==> src/mexp_pkg.sv <==
// shared constants, types and microprogram for the modular exponentiation core
package mexp_pkg;

    localparam int MOD_BITS      = 16;
    localparam int EXP_BITS      = 31;
    localparam int CNT_BITS      = $clog2(MOD_BITS + 1);
    localparam int PC_BITS       = 4;
    localparam logic [MOD_BITS-1:0] MODULUS_RESET = MOD_BITS'(23);

    typedef enum logic [2:0] {
        C_NEVER,
        C_ALWAYS,
        C_NO_INPUT,
        C_MUL_BUSY,
        C_EXP_ZERO,
        C_EXP_EVEN,
        C_OUT_FULL
    } t_cond;

    typedef enum logic {
        A_ONE,
        A_BASE
    } t_asel;

    typedef enum logic {
        B_BASE,
        B_ACC
    } t_bsel;

    typedef enum logic [1:0] {
        D_NONE,
        D_ACC,
        D_BASE
    } t_dst;

    typedef struct packed {
        t_cond              cond;
        logic [PC_BITS-1:0] target;
        logic               in_ready;
        logic               mul_start;
        t_asel              asel;
        t_bsel              bsel;
        t_dst               wr_dst;
        logic               shift_exp;
        logic               out_load;
    } t_ctrl;

    typedef struct packed {
        logic                in_valid;
        logic                mul_busy;
        logic                exp_zero;
        logic                exp_even;
        logic                out_full;
        logic [MOD_BITS-1:0] modulus;
    } t_status;

    // step addresses
    localparam logic [PC_BITS-1:0] S_IDLE  = PC_BITS'(0);
    localparam logic [PC_BITS-1:0] S_RED_W = PC_BITS'(2);
    localparam logic [PC_BITS-1:0] S_LOOP  = PC_BITS'(4);
    localparam logic [PC_BITS-1:0] S_MUL_W = PC_BITS'(7);
    localparam logic [PC_BITS-1:0] S_SQR   = PC_BITS'(9);
    localparam logic [PC_BITS-1:0] S_SQR_W = PC_BITS'(10);
    localparam logic [PC_BITS-1:0] S_OUT   = PC_BITS'(12);

    function automatic t_ctrl ctrl_word(input t_cond c, input logic [PC_BITS-1:0] tgt);
        t_ctrl w;
        w           = '0;
        w.cond      = c;
        w.target    = tgt;
        w.asel      = A_ONE;
        w.bsel      = B_BASE;
        w.wr_dst    = D_NONE;
        return w;
    endfunction

    // microprogram rom
    function automatic t_ctrl rom_word(input logic [PC_BITS-1:0] pc);
        t_ctrl w;
        w = ctrl_word(C_NEVER, S_IDLE);
        case (pc)
            4'd0: begin    // wait for a request, load operands on accept
                w = ctrl_word(C_NO_INPUT, S_IDLE);
                w.in_ready = 1'b1;
            end
            4'd1: begin    // base mod m as 1 * base
                w.mul_start = 1'b1;
                w.asel      = A_ONE;
                w.bsel      = B_BASE;
            end
            4'd2: w = ctrl_word(C_MUL_BUSY, S_RED_W);
            4'd3: w.wr_dst = D_BASE;
            4'd4: w = ctrl_word(C_EXP_ZERO, S_OUT);
            4'd5: w = ctrl_word(C_EXP_EVEN, S_SQR);
            4'd6: begin    // acc * base
                w.mul_start = 1'b1;
                w.asel      = A_BASE;
                w.bsel      = B_ACC;
            end
            4'd7: w = ctrl_word(C_MUL_BUSY, S_MUL_W);
            4'd8: w.wr_dst = D_ACC;
            4'd9: begin    // base * base, next exponent bit
                w.mul_start = 1'b1;
                w.asel      = A_BASE;
                w.bsel      = B_BASE;
                w.shift_exp = 1'b1;
            end
            4'd10: w = ctrl_word(C_MUL_BUSY, S_SQR_W);
            4'd11: begin
                w        = ctrl_word(C_ALWAYS, S_LOOP);
                w.wr_dst = D_BASE;
            end
            4'd12: begin    // hold until the output register frees up
                w          = ctrl_word(C_OUT_FULL, S_OUT);
                w.out_load = 1'b1;
            end
            4'd13: w = ctrl_word(C_ALWAYS, S_IDLE);
            default: w = ctrl_word(C_ALWAYS, S_IDLE);
        endcase
        return w;
    endfunction

endpackage

==> src/mexp_mulmod.sv <==
// bit-serial modular multiplier, one multiplier bit per cycle
module mexp_mulmod
    import mexp_pkg::*;
(
    input  logic                i_clk,
    input  logic                i_rst_n,
    input  logic                i_start,
    input  logic [MOD_BITS-1:0] i_a,
    input  logic [MOD_BITS-1:0] i_b,
    input  logic [MOD_BITS-1:0] i_mod,
    output logic                o_busy,
    output logic [MOD_BITS-1:0] o_result
);

    logic [CNT_BITS-1:0] r_cnt, n_cnt;
    logic [MOD_BITS-1:0] r_a, r_b, r_r;
    logic [MOD_BITS-1:0] n_b, n_r;
    logic [MOD_BITS:0]   w_dbl, w_dbl_red, w_sum, w_sum_red;

    assign o_busy   = (r_cnt != '0);
    assign o_result = r_r;

    // r = 2r + bit * a, both steps kept below m
    always_comb begin
        w_dbl     = {r_r, 1'b0};
        w_dbl_red = (w_dbl >= {1'b0, i_mod}) ? w_dbl - {1'b0, i_mod} : w_dbl;
        w_sum     = w_dbl_red + (r_b[MOD_BITS-1] ? {1'b0, r_a} : '0);
        w_sum_red = (w_sum >= {1'b0, i_mod}) ? w_sum - {1'b0, i_mod} : w_sum;
    end

    always_comb begin
        n_cnt = r_cnt;
        n_b   = r_b;
        n_r   = r_r;
        if (i_start) begin
            n_cnt = CNT_BITS'(MOD_BITS);
            n_b   = i_b;
            n_r   = '0;
        end else if (o_busy) begin
            n_cnt = r_cnt - CNT_BITS'(1);
            n_b   = {r_b[MOD_BITS-2:0], 1'b0};
            n_r   = w_sum_red[MOD_BITS-1:0];
        end
    end

    always_ff @(posedge i_clk) begin
        if (!i_rst_n) begin
            r_cnt <= '0;
        end else begin
            r_cnt <= n_cnt;
        end
    end

    always_ff @(posedge i_clk) begin
        if (i_start) begin
            r_a <= i_a;
        end
        r_b <= n_b;
        r_r <= n_r;
    end

endmodule

==> src/mexp_dp.sv <==
// datapath: modulus, operand registers, multiplier and output register
module mexp_dp
    import mexp_pkg::*;
(
    input  logic                i_clk,
    input  logic                i_rst_n,
    input  t_ctrl               i_ctrl,
    input  logic                i_in_valid,
    input  logic [MOD_BITS-1:0] i_base_value,
    input  logic [EXP_BITS-1:0] i_exponent,
    input  logic                i_out_ready,
    input  logic                i_cfg_we,
    input  logic [MOD_BITS-1:0] i_cfg_data,
    output t_status             o_status,
    output logic                o_out_valid,
    output logic [MOD_BITS-1:0] o_power_result
);

    logic [MOD_BITS-1:0] r_mod, r_acc, r_base, r_out;
    logic [EXP_BITS-1:0] r_exp;
    logic                r_out_valid, n_out_valid;
    logic                w_accept, w_out_full, w_mul_busy;
    logic [MOD_BITS-1:0] w_a, w_b, w_prod;

    assign w_accept   = i_in_valid & i_ctrl.in_ready;
    assign w_out_full = r_out_valid & ~i_out_ready;
    assign w_a        = (i_ctrl.asel == A_BASE) ? r_base : MOD_BITS'(1);
    assign w_b        = (i_ctrl.bsel == B_ACC) ? r_acc : r_base;

    mexp_mulmod u_mulmod (
        .i_clk    (i_clk),
        .i_rst_n  (i_rst_n),
        .i_start  (i_ctrl.mul_start),
        .i_a      (w_a),
        .i_b      (w_b),
        .i_mod    (r_mod),
        .o_busy   (w_mul_busy),
        .o_result (w_prod)
    );

    always_comb begin
        n_out_valid = r_out_valid;
        if (r_out_valid && i_out_ready) begin
            n_out_valid = 1'b0;
        end
        if (i_ctrl.out_load && !w_out_full) begin
            n_out_valid = 1'b1;
        end
    end

    always_ff @(posedge i_clk) begin
        if (!i_rst_n) begin
            r_mod       <= MODULUS_RESET;
            r_out_valid <= 1'b0;
        end else begin
            if (i_cfg_we) begin
                r_mod <= i_cfg_data;
            end
            r_out_valid <= n_out_valid;
        end
    end

    always_ff @(posedge i_clk) begin
        if (w_accept) begin
            r_acc  <= MOD_BITS'(1);
            r_base <= i_base_value;
            r_exp  <= i_exponent;
        end else begin
            if (i_ctrl.wr_dst == D_ACC) begin
                r_acc <= w_prod;
            end
            if (i_ctrl.wr_dst == D_BASE) begin
                r_base <= w_prod;
            end
            if (i_ctrl.shift_exp) begin
                r_exp <= r_exp >> 1;
            end
        end
        // modulus of zero or one gives zero
        if (i_ctrl.out_load && !w_out_full) begin
            r_out <= (r_mod < MOD_BITS'(2)) ? '0 : r_acc;
        end
    end

    assign o_status.in_valid = i_in_valid;
    assign o_status.mul_busy = w_mul_busy;
    assign o_status.exp_zero = (r_exp == '0);
    assign o_status.exp_even = ~r_exp[0];
    assign o_status.out_full = w_out_full;
    assign o_status.modulus  = r_mod;

    assign o_out_valid    = r_out_valid;
    assign o_power_result = r_out;

endmodule

==> src/mexp_seq.sv <==
// microcode sequencer: step counter, rom and conditional jumps
module mexp_seq
    import mexp_pkg::*;
(
    input  logic    i_clk,
    input  logic    i_rst_n,
    input  t_status i_status,
    output t_ctrl   o_ctrl
);

    logic [PC_BITS-1:0] r_pc, n_pc;
    t_ctrl              w_ctrl;
    logic               w_take;

    assign w_ctrl = rom_word(r_pc);
    assign o_ctrl = w_ctrl;

    always_comb begin
        case (w_ctrl.cond)
            C_NEVER:    w_take = 1'b0;
            C_ALWAYS:   w_take = 1'b1;
            C_NO_INPUT: w_take = ~i_status.in_valid;
            C_MUL_BUSY: w_take = i_status.mul_busy;
            C_EXP_ZERO: w_take = i_status.exp_zero;
            C_EXP_EVEN: w_take = i_status.exp_even;
            C_OUT_FULL: w_take = i_status.out_full;
            default:    w_take = 1'b1;
        endcase
        n_pc = w_take ? w_ctrl.target : r_pc + PC_BITS'(1);
    end

    always_ff @(posedge i_clk) begin
        if (!i_rst_n) begin
            r_pc <= S_IDLE;
        end else begin
            r_pc <= n_pc;
        end
    end

endmodule

==> src/modular_exponentiation_core.sv <==
// top level: microcoded square-and-multiply modular exponentiation core
// work: the base is first reduced with one product, then for each exponent bit up to the top set
//   bit one multiply if the bit is set and one square; a zero exponent goes straight to the output
// requests: one at a time, every modular product runs on the one serial multiplier; the next
//   request is taken once the result loads and the sequencer is back at idle, even while it waits
// reset: synchronous active-low; modulus returns to 23, sequencer to the idle step
module modular_exponentiation_core
    import mexp_pkg::*;
(
    input  logic                i_clk,
    input  logic                i_rst_n,
    input  logic                i_in_valid,
    output logic                o_in_ready,
    input  logic [MOD_BITS-1:0] i_base_value,
    input  logic [EXP_BITS-1:0] i_exponent,
    output logic                o_out_valid,
    input  logic                i_out_ready,
    output logic [MOD_BITS-1:0] o_power_result,
    input  logic                i_cfg_we,
    input  logic [MOD_BITS-1:0] i_cfg_data
);

    // control word from the rom drives the datapath each step
    t_ctrl   w_ctrl;
    // flags fed back to the sequencer for jumps
    t_status w_status;

    // request is taken only on the idle step
    assign o_in_ready = w_ctrl.in_ready;

    mexp_seq u_seq (
        .i_clk    (i_clk),
        .i_rst_n  (i_rst_n),
        .i_status (w_status),
        .o_ctrl   (w_ctrl)
    );

    // operand registers, serial multiplier and the output register
    mexp_dp u_dp (
        .i_clk          (i_clk),
        .i_rst_n        (i_rst_n),
        .i_ctrl         (w_ctrl),
        .i_in_valid     (i_in_valid),
        .i_base_value   (i_base_value),
        .i_exponent     (i_exponent),
        .i_out_ready    (i_out_ready),
        .i_cfg_we       (i_cfg_we),
        .i_cfg_data     (i_cfg_data),
        .o_status       (w_status),
        .o_out_valid    (o_out_valid),
        .o_power_result (o_power_result)
    );

    // a new request never lands while a product is in flight
    a_no_accept_while_busy: assert property (@(posedge i_clk) disable iff (!i_rst_n)
        o_in_ready |-> !w_status.mul_busy)
        else $error("request accepted during multiply");

    // a fresh result comes only from the output step
    a_out_from_load: assert property (@(posedge i_clk) disable iff (!i_rst_n)
        $rose(o_out_valid) |-> $past(w_ctrl.out_load))
        else $error("result appeared without output step");

    // every result under a modulus of two or more is fully reduced
    a_result_reduced: assert property (@(posedge i_clk) disable iff (!i_rst_n)
        (o_out_valid && (w_status.modulus >= MOD_BITS'(2)))
            |-> (o_power_result < w_status.modulus))
        else $error("result not reduced");

endmodule

==> config.mk <==
export PLATFORM = sky130hd
export DESIGN_NAME = modular_exponentiation_core
export DESIGN_NICKNAME = d
export VERILOG_FILES = /design/src/mexp_pkg.sv /design/src/mexp_mulmod.sv /design/src/mexp_dp.sv /design/src/mexp_seq.sv /design/src/modular_exponentiation_core.sv
export SDC_FILE = /design/constraint.sdc
export NUM_CORES = 1
export LEC_CHECK = 0
export ABC_AREA = 1
export BUFFER_PORTS_ARGS = -buffer_cell sky130_fd_sc_hd__buf_2
export CAP_MARGIN = 20
export CORE_MARGIN = 2
export CORE_UTILIZATION = 50
export CTS_CLUSTER_SIZE = 8
export DETAILED_ROUTE_END_ITERATION = 10
export HOLD_SLACK_MARGIN = 0.15
export PLACE_DENSITY = 0.69
export SYNTH_ARGS = -nofsm -noshare
export SYNTH_HDL_FRONTEND = slang
export SYNTH_HIERARCHICAL = 1
export SYNTH_SLANG_ARGS = --single-unit
==> constraint.sdc <==
create_clock -name i_clk -period 5 [get_ports i_clk]
set_input_delay 0.5 -clock i_clk [delete_from_list [all_inputs] [get_ports i_clk]]
set_output_delay 0.5 -clock i_clk [all_outputs]
set_load 0.01 [all_outputs]
==> results by group <==
Timing
  – Clock Skew: 10.3 ps
  – WHS: 284 ps
  – Setup total negative slack: 0 ps
  – Fin crit period: 4830 ps
  – Fin crit share: 0.966
  – Final setup margin: 172 ps
  – Worst-margin pin slew: 1040 ps
  – Slew headroom: 0.304
  – Final hold violations: 0
  – Final setup viols: 0
  – Fmax: approximately 210 MHz
  – Max Slew Vio Count: 0

Synth
  – Syn_nets: 1,471
  – Synth Cell Area: around 0.0099 mm^2
  – Syn avg cell area: 7.37 um^2
  – Ys Warns: 6
  – Synth Instances: 1,345

Clocking
  – Clock Path Buffers: 2
  – CTS clk-pin slew, worst paths: approximately 70 ps
  – Worst-skew pair later-pin latency: 430 ps
  – Root Buffer: clkbuf_16
  – Total CTS buffers: 17
  – # clock sinks: 153
  – CTS H-tree lvls: 4
  – CTS tree: done

Die
  – Core box area: 0.0195 mm^2
  – IO Pins: 86
  – Die area: roughly 0.021 mm^2
  – Die extent in y: 145 um
  – Starting density of the core: 0.509
  – Num rows: 51
  – Chip width: 145 um

Route
  – 1st-iter DRT viols: 642
  – Routed wire length: roughly 27,000 um
  – Post-route ant nets: 0
  – Routed WL per cell: 15.2 um
  – DRT met1 WL: 11,800 um
  – Met2 WL: 12,800 um
  – Via count: ~9,000
  – Total iterations of the first detailed-routing run: 5
  – Uppermost layer routed: met4
  – Met3 wire len: about 1100 um
  – DRC Markers: 0
  – Vias per inst: 5.17

Global route
  – GRT Total Usage: 0.254
  – Initial antenna violation count: 0
  – Largest net degree at the start of global routing: 62
  – First-pass GRT wire length: 41,700 um
  – Gr ovfl total: 0
  – Vias in the first global route: 8,490

Run
  – Max-cap viol count: 0

Layout
  – Area delta synth->final: 21.5%
  – Fill cells: around 1,700
  – Nets: 1,597
  – Share of cells above drive strength 1: 0.212
  – Area of the multi-input gates: 0.00543 mm^2
  – Register area: 0.00402 mm^2
  – Ant. Diodes: 0

Worst setup path
  – Critical Path Source: u_dp/r_mod[14]
  – Critical Path AT: 5150 ps
  – CP top delay family: simple AND/OR/NAND/NOR gates
  – Reg2Reg Depth: 32
  – Worst path depth: 32
  – FF-to-FF Start: u_dp/r_mod[14]
  – Worst path slowest cell: fa_1
  – CP required: 5320 ps
  – Critical path fanouts, max: 8
  – Crit-path most repeated cell: nand2_1
  – Element type at the critical path end: register
  – Largest stage delay, worst path: between 300 and 400 ps
  – Worst r2r dst: u_dp/u_mulmod/o_result[8]
  – Kind of critical path: register to register
  – Worst setup SP type: register
  – CP Capture Point: u_dp/u_mulmod/o_result[8]
  – WP buf/inv: 7
  – Internal reg-to-reg setup slack: 170 ps

Status
  – Status: complete, no violations

Placement
  – PortBufs: 85
  – DP HPWL: 19,100 um
  – GP Congestion: between 0.9 and 1
  – Dpl ws: -16.0 ps

Min path
  – Hold Crit Class: primary input to register
flip-flops by register name, summed over array words and instances, names as in the netlist, 16 cells and up:
name                    cells
u_dp/r_base                16
u_dp/r_acc                 16
u_dp/r_mod                 16
u_dp/o_power_result        16
u_dp/u_mulmod/r_a          16
u_dp/u_mulmod/o_result     16
u_dp/r_exp                 31
u_dp/u_mulmod/r_b          16
layer usage:
layer  vias to the layer above  global-route usage
met5                         -                   0
met4                         0               0.115
met3                        55              0.0378
met2                       247               0.423
met1                      4183               0.327
li1                       4563                   -
cell type report:
type,count,share of cell area
Timing Repair Buffer,151,0.0779
Tap cell,265,0.0275
Clock inverter,15,0.0142
Inverter,192,0.0607
Multi-Input combinational cell,956,0.451
Sequential cell,153,0.334
Clock buffer,17,0.0353
repair_timing:
| action | 4_1_cts | 5_1_grt |
|---|---|---|
| hold endpoints to repair | 0 | 0 |
| buffers inserted | 0 | 4 |
| pin swaps | 0 | 15 |
| resized for setup | 2 | 99 |
| hold buffers | 0 | 0 |
| endpoints found under the setup margin | 15 | 16 |
| cloned | 0 | 1 |
placed cells by master, fill, tap and decap left out, types with 5 or more instances in the layout:
master     count
nor2_2        16
nand2_4        6
inv_6          6
inv_2         11
a31oi_1        6
xor2_1        22
xnor2_1       10
ha_4          22
or2_2          5
nand2_2       22
ha_1          29
a21oi_1       88
nor2_1       104
nand3_2       10
buf_4         64
nand4_1       22
nand2_1      420
edfxtp_1      95
nand3_1       47
a21oi_2       11
o21ai_1       13
o21ai_0       62
clkbuf_16     17
buf_2         85
dfxtp_1       56
inv_1        177
per-stage QoR:
| step | instance area, um^2 | instances | util |
|---|---|---|---|
| after floorplan | 9910 | 1345 | - |
| after global placement | 10900 | 1712 | 0.561 |
| after detailed placement | 10900 | 1712 | 0.561 |
| after CTS | 11500 | 1744 | 0.592 |
| after global routing | 12000 | 1749 | 0.619 |
| final | 12000 | 1749 | 0.619 |
worst reg2reg max path: cells and delay by family (launching register included):
kind	cells	cell delay (ps)
and+or+nand+nor	19	2190
adders and majority gates	4	1110
buffers and inverters	7	590
DFF	1	360
xor gates and xnor gates	1	270
AOI/OAI and AO/OA	1	200
worst min path at each step:
stage / startpoint / end / slack (ps) / cells past startpoint
2_1_floorplan: u_dp/u_mulmod/r_cnt[0] / u_dp/u_mulmod/r_cnt[0] / 420 / 1
3_3_place_gp: u_dp/u_mulmod/r_cnt[0] / u_dp/u_mulmod/r_cnt[0] / 440 / 1
3_5_place_dp: u_dp/u_mulmod/r_cnt[0] / u_dp/u_mulmod/r_cnt[0] / 440 / 1
4_1_cts: i_cfg_data[4] / u_dp/r_mod[4] / 270 / 3
5_1_grt: i_cfg_data[4] / u_dp/r_mod[4] / 290 / 3
6_report: i_cfg_data[2] / u_dp/r_mod[2] / 280 / 3
Power is left out: the tool's default activity adds up to more than one toggle a clock period on the data nets, which glitch-free logic cannot reach.
